File: config.mk
export PLATFORM = sky130hd
export DESIGN_NAME = peer_table_replay_filter_top
export DESIGN_NICKNAME = d
export VERILOG_FILES = /design/src/hw/rtl/ptrf_pkg.sv /design/src/hw/rtl/ptrf_cell.sv /design/src/hw/rtl/peer_table_replay_filter_top.sv
export SDC_FILE = /design/constraint.sdc
export NUM_CORES = 1
export LEC_CHECK = 0
export BUFFER_PORTS_ARGS = -buffer_cell sky130_fd_sc_hd__buf_4
export CORE_MARGIN = 2
export CORE_UTILIZATION = 55
export CTS_CLUSTER_SIZE = 20
export DETAILED_ROUTE_END_ITERATION = 6
export GPL_ROUTABILITY_DRIVEN = 1
export PLACE_DENSITY = 0.72
export SYNTH_ARGS = -nofsm -noshare
export SYNTH_HDL_FRONTEND = slang
export SYNTH_SLANG_ARGS = --single-unit
File: constraint.sdc
create_clock -name clk -period 20.8 [get_ports clk]
set_clock_uncertainty 0.1 [all_clocks]
set_input_delay 2.08 -clock clk [delete_from_list [all_inputs] [get_ports clk]]
set_output_delay 2.08 -clock clk [all_outputs]
set_load 0.01 [all_outputs]
File: src/hw/rtl/ptrf_pkg.sv
// ----------------------------------------------------------------------------
// ptrf_pkg
// Shared types and constants of the peer table and replay filter.
// ----------------------------------------------------------------------------
`default_nettype none

package ptrf_pkg;

  // Default number of peer slots
  localparam int PEER_SLOTS_DEFAULT = 8;

  // Field widths
  localparam int MAC_W  = 48;
  localparam int CAPS_W = 16;
  localparam int BOOT_W = 32;
  localparam int SEQ_W  = 32;
  localparam int SLOT_W = 3;

  // Stream widths
  localparam int IN_DATA_W  = 136;
  localparam int IN_USER_W  = 2;
  localparam int OUT_DATA_W = 8;

  // Configuration port
  localparam int CFG_IDX_W  = 2;
  localparam int CFG_DATA_W = 16;
  localparam logic [CFG_IDX_W-1:0] CFG_LOCAL_IS_LEADER = 2'd0;
  localparam logic [CFG_IDX_W-1:0] CFG_FOLLOWER_MASK   = 2'd1;
  localparam logic [CAPS_W-1:0]    FOLLOWER_MASK_RESET = 16'h0002;

  // Packet kinds
  localparam logic [1:0] OP_HELLO     = 2'd0;
  localparam logic [1:0] OP_SYNC_REQ  = 2'd1;
  localparam logic [1:0] OP_STATE     = 2'd2;
  localparam logic [1:0] OP_STATE_ACK = 2'd3;

  // Verdict codes
  localparam logic [1:0] VERDICT_ACCEPT  = 2'd0;
  localparam logic [1:0] VERDICT_NO_SLOT = 2'd1;
  localparam logic [1:0] VERDICT_UNKNOWN = 2'd2;
  localparam logic [1:0] VERDICT_STALE   = 2'd3;

  // Broadcast station address
  localparam logic [MAC_W-1:0] BCAST_MAC = {MAC_W{1'b1}};

  // Write command broadcast along the row of cells
  typedef struct packed {
    logic              en;
    logic              add;
    logic [MAC_W-1:0]  mac;
    logic              set_rc;
    logic              role;
    logic [CAPS_W-1:0] caps;
    logic              set_seq;
    logic [BOOT_W-1:0] boot;
    logic [SEQ_W-1:0]  seq;
    logic              set_reg;
  } cell_wr_t;

  // Entry contents that a selected cell drives out (zero when not selected)
  typedef struct packed {
    logic              registered;
    logic              has_seq;
    logic              role;
    logic [CAPS_W-1:0] caps;
    logic [BOOT_W-1:0] boot;
    logic [SEQ_W-1:0]  seq;
  } entry_view_t;

endpackage : ptrf_pkg

`default_nettype wire

File: src/hw/rtl/ptrf_cell.sv
// ----------------------------------------------------------------------------
// ptrf_cell
// One peer slot: holds the entry, matches the looked-up address and takes
// its place in the lowest-free-slot chain.
// ----------------------------------------------------------------------------
`default_nettype none

module ptrf_cell
  import ptrf_pkg::*;
(
  input  wire logic             clk,
  input  wire logic             rst,
  input  wire logic [MAC_W-1:0] lk_mac,
  input  wire logic             free_in,
  output logic                  free_out,
  output logic                  first_free,
  output logic                  match,
  input  wire logic             sel,
  input  wire cell_wr_t         wr,
  output entry_view_t           view
);

  logic              active;
  logic              registered;
  logic              has_seq;
  logic [MAC_W-1:0]  mac;
  logic              role;
  logic [CAPS_W-1:0] caps;
  logic [BOOT_W-1:0] boot;
  logic [SEQ_W-1:0]  seq;

  // Match and pass the free mark on to the next cell
  assign match      = active && (mac == lk_mac);
  assign free_out   = free_in || !active;
  assign first_free = !active && !free_in;

  // Drive out the entry when selected
  always_comb begin
    view = '0;
    if (sel) begin
      view.registered = registered;
      view.has_seq    = has_seq;
      view.role       = role;
      view.caps       = caps;
      view.boot       = boot;
      view.seq        = seq;
    end
  end

  // Flags of the entry; an add loads has_seq and registered from set_seq and set_reg
  always_ff @(posedge clk) begin
    if (rst) begin
      active     <= 1'b0;
      registered <= 1'b0;
      has_seq    <= 1'b0;
    end else if (wr.en && sel) begin
      if (wr.add) begin
        active <= 1'b1;
      end
      if (wr.add || wr.set_seq) begin
        has_seq <= wr.set_seq;
      end
      if (wr.add || wr.set_reg) begin
        registered <= wr.set_reg;
      end
    end
  end

  // Payload of the entry
  always_ff @(posedge clk) begin
    if (wr.en && sel) begin
      if (wr.add) begin
        mac <= wr.mac;
      end
      if (wr.set_rc) begin
        role <= wr.role;
        caps <= wr.caps;
      end
      if (wr.set_seq) begin
        boot <= wr.boot;
        seq  <= wr.seq;
      end
    end
  end

endmodule : ptrf_cell

`default_nettype wire

File: src/hw/rtl/peer_table_replay_filter_top.sv
// Each accepted beat passes a lookup step, which registers the chosen slot,
// then an update of the cell row that loads its result beat into the output
// register, held back while the output beat stalls. A new packet is taken
// only once the previous one has been committed to the output register.
// Reset (synchronous, rst high): clears every slot's active, registered and
// sequence-held flags and loads local_is_leader = 0, follower mask = 2.
// ----------------------------------------------------------------------------
// peer_table_replay_filter_top
// Peer table with per-peer anti-replay sequence check, built as a row of
// identical slot cells.
// ----------------------------------------------------------------------------
`default_nettype none

module peer_table_replay_filter_top
  import ptrf_pkg::*;
#(
  parameter int PEER_SLOTS = PEER_SLOTS_DEFAULT
) (
  input  wire logic                  clk,
  input  wire logic                  rst,
  // Configuration write port
  input  wire logic                  cfg_we,
  input  wire logic [CFG_IDX_W-1:0]  cfg_index,
  input  wire logic [CFG_DATA_W-1:0] cfg_data,
  // Packet stream in
  input  wire logic                  s_axis_tvalid,
  output logic                       s_axis_tready,
  // src_mac[47:0], src_role[48], capabilities[64:49], boot_id[96:65],
  // sequence_req[128:97], has_content[129], zero[135:130]
  input  wire logic [IN_DATA_W-1:0]  s_axis_tdata,
  // op[1:0]
  input  wire logic [IN_USER_W-1:0]  s_axis_tuser,
  // Verdict stream out
  output logic                       m_axis_tvalid,
  input  wire logic                  m_axis_tready,
  // verdict[1:0], slot[4:2], send_state[5], apply_state[6], zero[7]
  output logic [OUT_DATA_W-1:0]      m_axis_tdata
);

  localparam int IDX_W = (PEER_SLOTS > 1) ? $clog2(PEER_SLOTS) : 1;

  typedef enum logic [2:0] {
    ST_IDLE = 3'b001,
    ST_LOOK = 3'b010,
    ST_UPD  = 3'b100
  } state_t;

  state_t state;
  state_t state_next;

  // Configuration registers
  logic              local_is_leader;
  logic [CAPS_W-1:0] follower_mask;

  // Held packet
  logic [1:0]        p_op;
  logic [MAC_W-1:0]  p_mac;
  logic              p_role;
  logic [CAPS_W-1:0] p_caps;
  logic [BOOT_W-1:0] p_boot;
  logic [SEQ_W-1:0]  p_seq;
  logic              p_content;

  // Lookup results
  logic [PEER_SLOTS-1:0] sel;
  logic [PEER_SLOTS-1:0] sel_next;
  logic                  found;
  logic                  found_next;
  logic                  is_add;
  logic                  is_add_next;
  logic [1:0]            fail_code;
  logic [1:0]            fail_code_next;

  // Cell row wiring
  logic [PEER_SLOTS:0]   free_ch;
  logic [PEER_SLOTS-1:0] first_free;
  logic [PEER_SLOTS-1:0] match;
  entry_view_t           views [PEER_SLOTS];
  entry_view_t           view;
  cell_wr_t              wr;

  // Result register
  logic             out_valid;
  logic [1:0]       r_verdict;
  logic [SLOT_W-1:0] r_slot;
  logic             r_send;
  logic             r_apply;

  logic             is_hs;
  logic             hit;
  logic             bcast;
  logic             ok;
  logic             role_new;
  logic [CAPS_W-1:0] caps_new;
  logic [IDX_W-1:0] idx;
  logic             out_free;
  logic             commit;

  assign s_axis_tready = (state == ST_IDLE);
  assign m_axis_tvalid = out_valid;
  assign m_axis_tdata  = {1'b0, r_apply, r_send, r_slot, r_verdict};

  assign out_free = !out_valid || m_axis_tready;
  assign commit   = (state == ST_UPD) && out_free;

  // Configuration writes; other indexes are ignored
  always_ff @(posedge clk) begin
    if (rst) begin
      local_is_leader <= 1'b0;
      follower_mask   <= FOLLOWER_MASK_RESET;
    end else if (cfg_we) begin
      if (cfg_index == CFG_LOCAL_IS_LEADER) begin
        local_is_leader <= cfg_data[0];
      end else if (cfg_index == CFG_FOLLOWER_MASK) begin
        follower_mask <= cfg_data[CAPS_W-1:0];
      end
    end
  end

  // Capture the packet beat
  always_ff @(posedge clk) begin
    if (s_axis_tvalid && s_axis_tready) begin
      p_op      <= s_axis_tuser;
      p_mac     <= s_axis_tdata[47:0];
      p_role    <= s_axis_tdata[48];
      p_caps    <= s_axis_tdata[64:49];
      p_boot    <= s_axis_tdata[96:65];
      p_seq     <= s_axis_tdata[128:97];
      p_content <= s_axis_tdata[129];
    end
  end

  // Row of slot cells with the lowest-free chain running through it
  assign free_ch[0] = 1'b0;

  for (genvar g = 0; g < PEER_SLOTS; g++) begin : g_cell
    ptrf_cell u_cell (
      .clk        (clk),
      .rst        (rst),
      .lk_mac     (p_mac),
      .free_in    (free_ch[g]),
      .free_out   (free_ch[g+1]),
      .first_free (first_free[g]),
      .match      (match[g]),
      .sel        (sel[g]),
      .wr         (wr),
      .view       (views[g])
    );
  end

  // Lookup: pick the matching slot, or the lowest free one for an add
  assign is_hs = (p_op == OP_HELLO) || (p_op == OP_SYNC_REQ);
  assign hit   = |match;
  assign bcast = (p_mac == BCAST_MAC);

  always_comb begin
    sel_next       = '0;
    found_next     = 1'b0;
    is_add_next    = 1'b0;
    fail_code_next = VERDICT_UNKNOWN;
    if (hit) begin
      sel_next   = match;
      found_next = 1'b1;
    end else if (is_hs) begin
      fail_code_next = VERDICT_NO_SLOT;
      if (!bcast && free_ch[PEER_SLOTS]) begin
        sel_next    = first_free;
        found_next  = 1'b1;
        is_add_next = 1'b1;
      end
    end
  end

  always_ff @(posedge clk) begin
    if (state == ST_LOOK) begin
      sel       <= sel_next;
      found     <= found_next;
      is_add    <= is_add_next;
      fail_code <= fail_code_next;
    end
  end

  // Gather the selected entry and encode its slot number
  always_comb begin
    view = '0;
    idx  = '0;
    for (int i = 0; i < PEER_SLOTS; i++) begin
      view = view | views[i];
      if (sel[i]) begin
        idx = idx | IDX_W'(i);
      end
    end
  end

  // Replay check and new role and capabilities
  assign ok = is_add || !view.has_seq || (p_boot != view.boot) || (p_seq > view.seq);

  always_comb begin
    if (p_op == OP_HELLO) begin
      role_new = p_role;
      caps_new = p_caps;
    end else if (is_add) begin
      role_new = 1'b1;
      caps_new = follower_mask;
    end else begin
      role_new = view.role;
      caps_new = view.caps;
    end
  end

  // Write command to the row
  always_comb begin
    wr         = '0;
    wr.en      = commit && found;
    wr.add     = is_add;
    wr.mac     = p_mac;
    wr.set_rc  = (p_op == OP_HELLO) || is_add;
    wr.role    = role_new;
    wr.caps    = caps_new;
    wr.set_seq = ok;
    wr.boot    = p_boot;
    wr.seq     = p_seq;
    wr.set_reg = ok && is_hs;
  end

  // Result register
  always_ff @(posedge clk) begin
    if (rst) begin
      out_valid <= 1'b0;
    end else if (commit) begin
      out_valid <= 1'b1;
    end else if (m_axis_tready) begin
      out_valid <= 1'b0;
    end
  end

  always_ff @(posedge clk) begin
    if (commit) begin
      if (!found) begin
        r_verdict <= fail_code;
      end else if (!ok) begin
        r_verdict <= VERDICT_STALE;
      end else begin
        r_verdict <= VERDICT_ACCEPT;
      end
      r_slot  <= found ? SLOT_W'(idx) : '0;
      r_send  <= found && ok && is_hs && local_is_leader && role_new &&
                 ((caps_new & follower_mask) != '0);
      r_apply <= found && ok && (p_op == OP_STATE) && !local_is_leader && p_content;
    end
  end

  // Sequencer
  always_comb begin
    state_next = state;
    unique case (state)
      ST_IDLE: begin
        if (s_axis_tvalid) begin
          state_next = ST_LOOK;
        end
      end
      ST_LOOK: begin
        state_next = ST_UPD;
      end
      ST_UPD: begin
        if (out_free) begin
          state_next = ST_IDLE;
        end
      end
      default: begin
        state_next = ST_IDLE;
      end
    endcase
  end

  always_ff @(posedge clk) begin
    if (rst) begin
      state <= ST_IDLE;
    end else begin
      state <= state_next;
    end
  end

endmodule : peer_table_replay_filter_top

`default_nettype wire
==> results.cfg <==
[outcome]
outcome = finished, violations left
violations = design-rule violations

[synthesis]
yosys_warnings = 0
syn_nets = 3072
synth_largest_area_cell = edfxtp_1
synth_commonest_cells = 1183 x edfxtp_1, 269 x a22oi_1, 203 x xor2_1
ys_seq_elements = 1220
ys_types = 65
syn-instance-count = 2879
yosysMostFrequentCell = edfxtp_1
synth.avg_cell_area_um2 = 16.5
synth_seq_area_share = 0.763
synth_ff_type = edfxtp_1
syn_area_um2 = 47600
async_reset_ff_frac = 0
synth_top_cell_area_share = 0.747
synth.area.top_cells = edfxtp_1 75%, a22oi_1 4.2%, xor2_1 3.7%, xnor2_1 2.9%, dfxtp_1 1.6%
synth-edff-count = 1183

[clock_tree]
cts_max_path_buffers = 3
cts_resized = 0
cts.sinks = 1220
clk_pin_slew_worst_paths_ns = 0.06
cts_tree = done
cts_setup_buffers = 0
numCtsBuffers = 117
clk_latency_ns = 0.72
cts_max_level = 3
clockRootBuffer = clkbuf_16
holdBufCountCts = 0

[pwr]
p_sw_mw = 1.06
p_sw_frac = 0.211
seqPwrFrac = 0.547
pwr-share-clk = 0.411
power_frac_comb = 0.041
leakage_nw = 17.8
ir_drop_mv = 0.0848
p_int_mw = 3.97
power_density_nw_per_um2 = 92.8

[setup_path]
end_kind = flop
crit_type = reg2reg
cp-start-kind = flop
arrival_ns = 6.38
cp.required_ns = 21.01
path_max_fanout = 48
critPathMaxStageDelay_ns = 0.82
critPathSlowestCell = edfxtp_1
crit_top_cell = buf_4
path_cells = buf_4, buf_4, a22oi_1, and4_1, ha_1, nand4_1, nor4_1, o31ai_1, o211ai_1, a2111oi_4, buf_4, nor2_4, buf_4
r2r_cells = 13

[place]
place_worst_setup_slack_ns = 14.62
place_area_um2 = 50500
post-dp-hpwl_mm = 64.8
gp_congestion = 0.880
io_buffers = 163

[timing]
hold_violations = 0
final.setup.tns_ns = 0
fin_crit_sh = 0.297
max_slew_margin = 0.252
tightest_slew_ns = 1.12
fmax_mhz = 162
drv_slew = 0
setup_viol = 0
post-route-min-period_ns = 6.17
rsz0062_at_grt = no
setup_ws_ns = 14.63

[global_route]
track_usage = 0.260
grt_pass1_wl_mm = 172
antenna_found_initial = 3
gr-total-overflow = 0
grt_pass1_vias = 27945
grt_max_degree = 68

[die]
rows = 107
die_y_um = 298
floorplan.initialDensity = 0.557
pin_count = 171
coreArea_um2 = 85400
die_area_um2 = 88800
die_w_um = 298

[cells_and_area]
syn2layout_area_growth_pct = 14.1
nets = 3310
final_area_um2 = 54200
drive_gt1_frac = 0.144
nFillCells = 5998

[route]
vias = 27321
vias_per_cell = 6.26
ant_nets = 0
detail_route.iter0.violations = 2745
drt-total-wl_mm = 116
wire_per_inst_um = 26.6
first_pass_iters = 7
drcViolationCount = 1

[hold_path]
hp-class = reg2reg
holdPathStages = 2

[run]
cap_violations = 0
-- state kept, by name, indices dropped and copies added (netlist names), 8 cells and up --
name and flops:
g_cell.u_cell.active 8, g_cell.u_cell.boot 256, p_seq 32, g_cell.u_cell.caps 128, sel 8, g_cell.u_cell.has_seq 8, g_cell.u_cell.role 8, p_caps 16
p_mac 48, follower_mask 16, g_cell.u_cell.mac 384, p_boot 32, g_cell.u_cell.seq 256
-- placed cells by master, fill, tap and decap left out, types with 6 or more instances in the layout --
cell and count:
edfxtp_1 1183, a22oi_1 269, buf_4 261, xor2_1 203, xnor2_1 156, clkbuf_16 118
nand4_1 116, nand2_1 89, nor2_1 82, nor4_1 78, a21oi_1 57, inv_1 39
nand2b_1 38, o21ai_0 37, dfxtp_1 37, nand3_1 35, ha_1 32, and4_1 31
clkinv_2 27, clkinv_1 26, clkbuf_1 23, nor2b_1 20, a22o_1 17, a222oi_1 17
a221oi_1 17, nor2_4 16, o22ai_1 13, nor3_1 13, bufinv_16 9, and2_1 8
or3_1 8, nand4b_1 8, o21ba_2 8, or4_1 7, o2111ai_1 7, and3_1 6
o221ai_1 6, a2111oi_0 6, a211oi_1 6
-- power by group through the flow --
| stage | combinational (mW) | sequential [mW] | clock, mW |
|---|---|---|---|
| CTS | 0.206 | 2.76 | 2.10 |
| finish | 0.207 | 2.76 | 2.07 |
| floorplan | 0.105 | 2.81 | 0 |
| detailed placement | 0.205 | 2.81 | 0 |
| global placement | 0.200 | 2.80 | 0 |
| global route | 0.221 | 2.76 | 2.19 |
-- per-stage QoR --
step / std cells / hold WS (ns) / utilization / power [mW]
after CTS: 4362 / 0.372 / 0.635 / 5.06
after global routing: 4362 / 0.392 / 0.635 / 5.17
final: 4364 / 0.371 / 0.635 / 5.03
after detailed placement: 4142 / 0.364 / 0.591 / 3.01
after floorplan: 2879 / 0.343 / - / 2.91
after global placement: 4142 / 0.362 / 0.591 / 3.00
-- worst max-delay path: cells and delay by family, from the launching register on --
family | cells | cell delay (ns)
adder cells (fa/ha/maj) | 1 | 0.34
AO/OA/AOI/OAI | 4 | 0.63
buffers and inverters | 4 | 2.09
AND/OR/NAND/NOR | 4 | 1.75
flip-flops | 1 | 0.82
-- final timing paths --
| kind | startpoint | to | slack (ns) |
|---|---|---|---|
| setup / recovery | sel[4]$_DFFE_PP_ | g_cell[5].u_cell.boot[26]$_DFFE_PP_ | 14.63 |
| hold / removal | follower_mask[9]$_SDFFE_PP0P_ | follower_mask[9]$_SDFFE_PP0P_ | 0.37 |
| setup reg to reg | sel[4]$_DFFE_PP_ | g_cell[5].u_cell.boot[26]$_DFFE_PP_ | 14.63 |
| hold reg to reg | follower_mask[9]$_SDFFE_PP0P_ | follower_mask[9]$_SDFFE_PP0P_ | 0.37 |
-- routing by layer --
layer	GRT usage	vias up	routed length [µm]
met2	0.432	1380	57000
met3	0.0427	253	10300
li1	-	11884	-
met4	0.0994	2	4380
met1	0.346	13802	44400
met5	0	-	8
-- cell families (layout without fill, tap and decap cells) --
group	Yosys count	count (layout)	synth area share
and+or+nand+nor	581	581	0.0686
adders and majority gates	32	32	0.00842
xor gates and xnor gates	359	359	0.0661
buffers and inverters	182	521	0.0160
DFF	1220	1220	0.763
muxes	5	5	0.00105
other	1	3	0.0000789
AOI/OAI and AO/OA	499	499	0.0771
-- cell type report --
type	count	area (µm²)	area share
clock buffers	146	3110	0.0573
well taps	1144	1430	0.0264
repair buffers	261	1960	0.0361
clock inverters	74	662	0.0122
flip-flops and latches	1220	36300	0.669
diodes	2	5.00	0.0000923
multi-input cells	1477	10700	0.196
inverters	40	150	0.00277
Power figures use the tool's default switching activity.
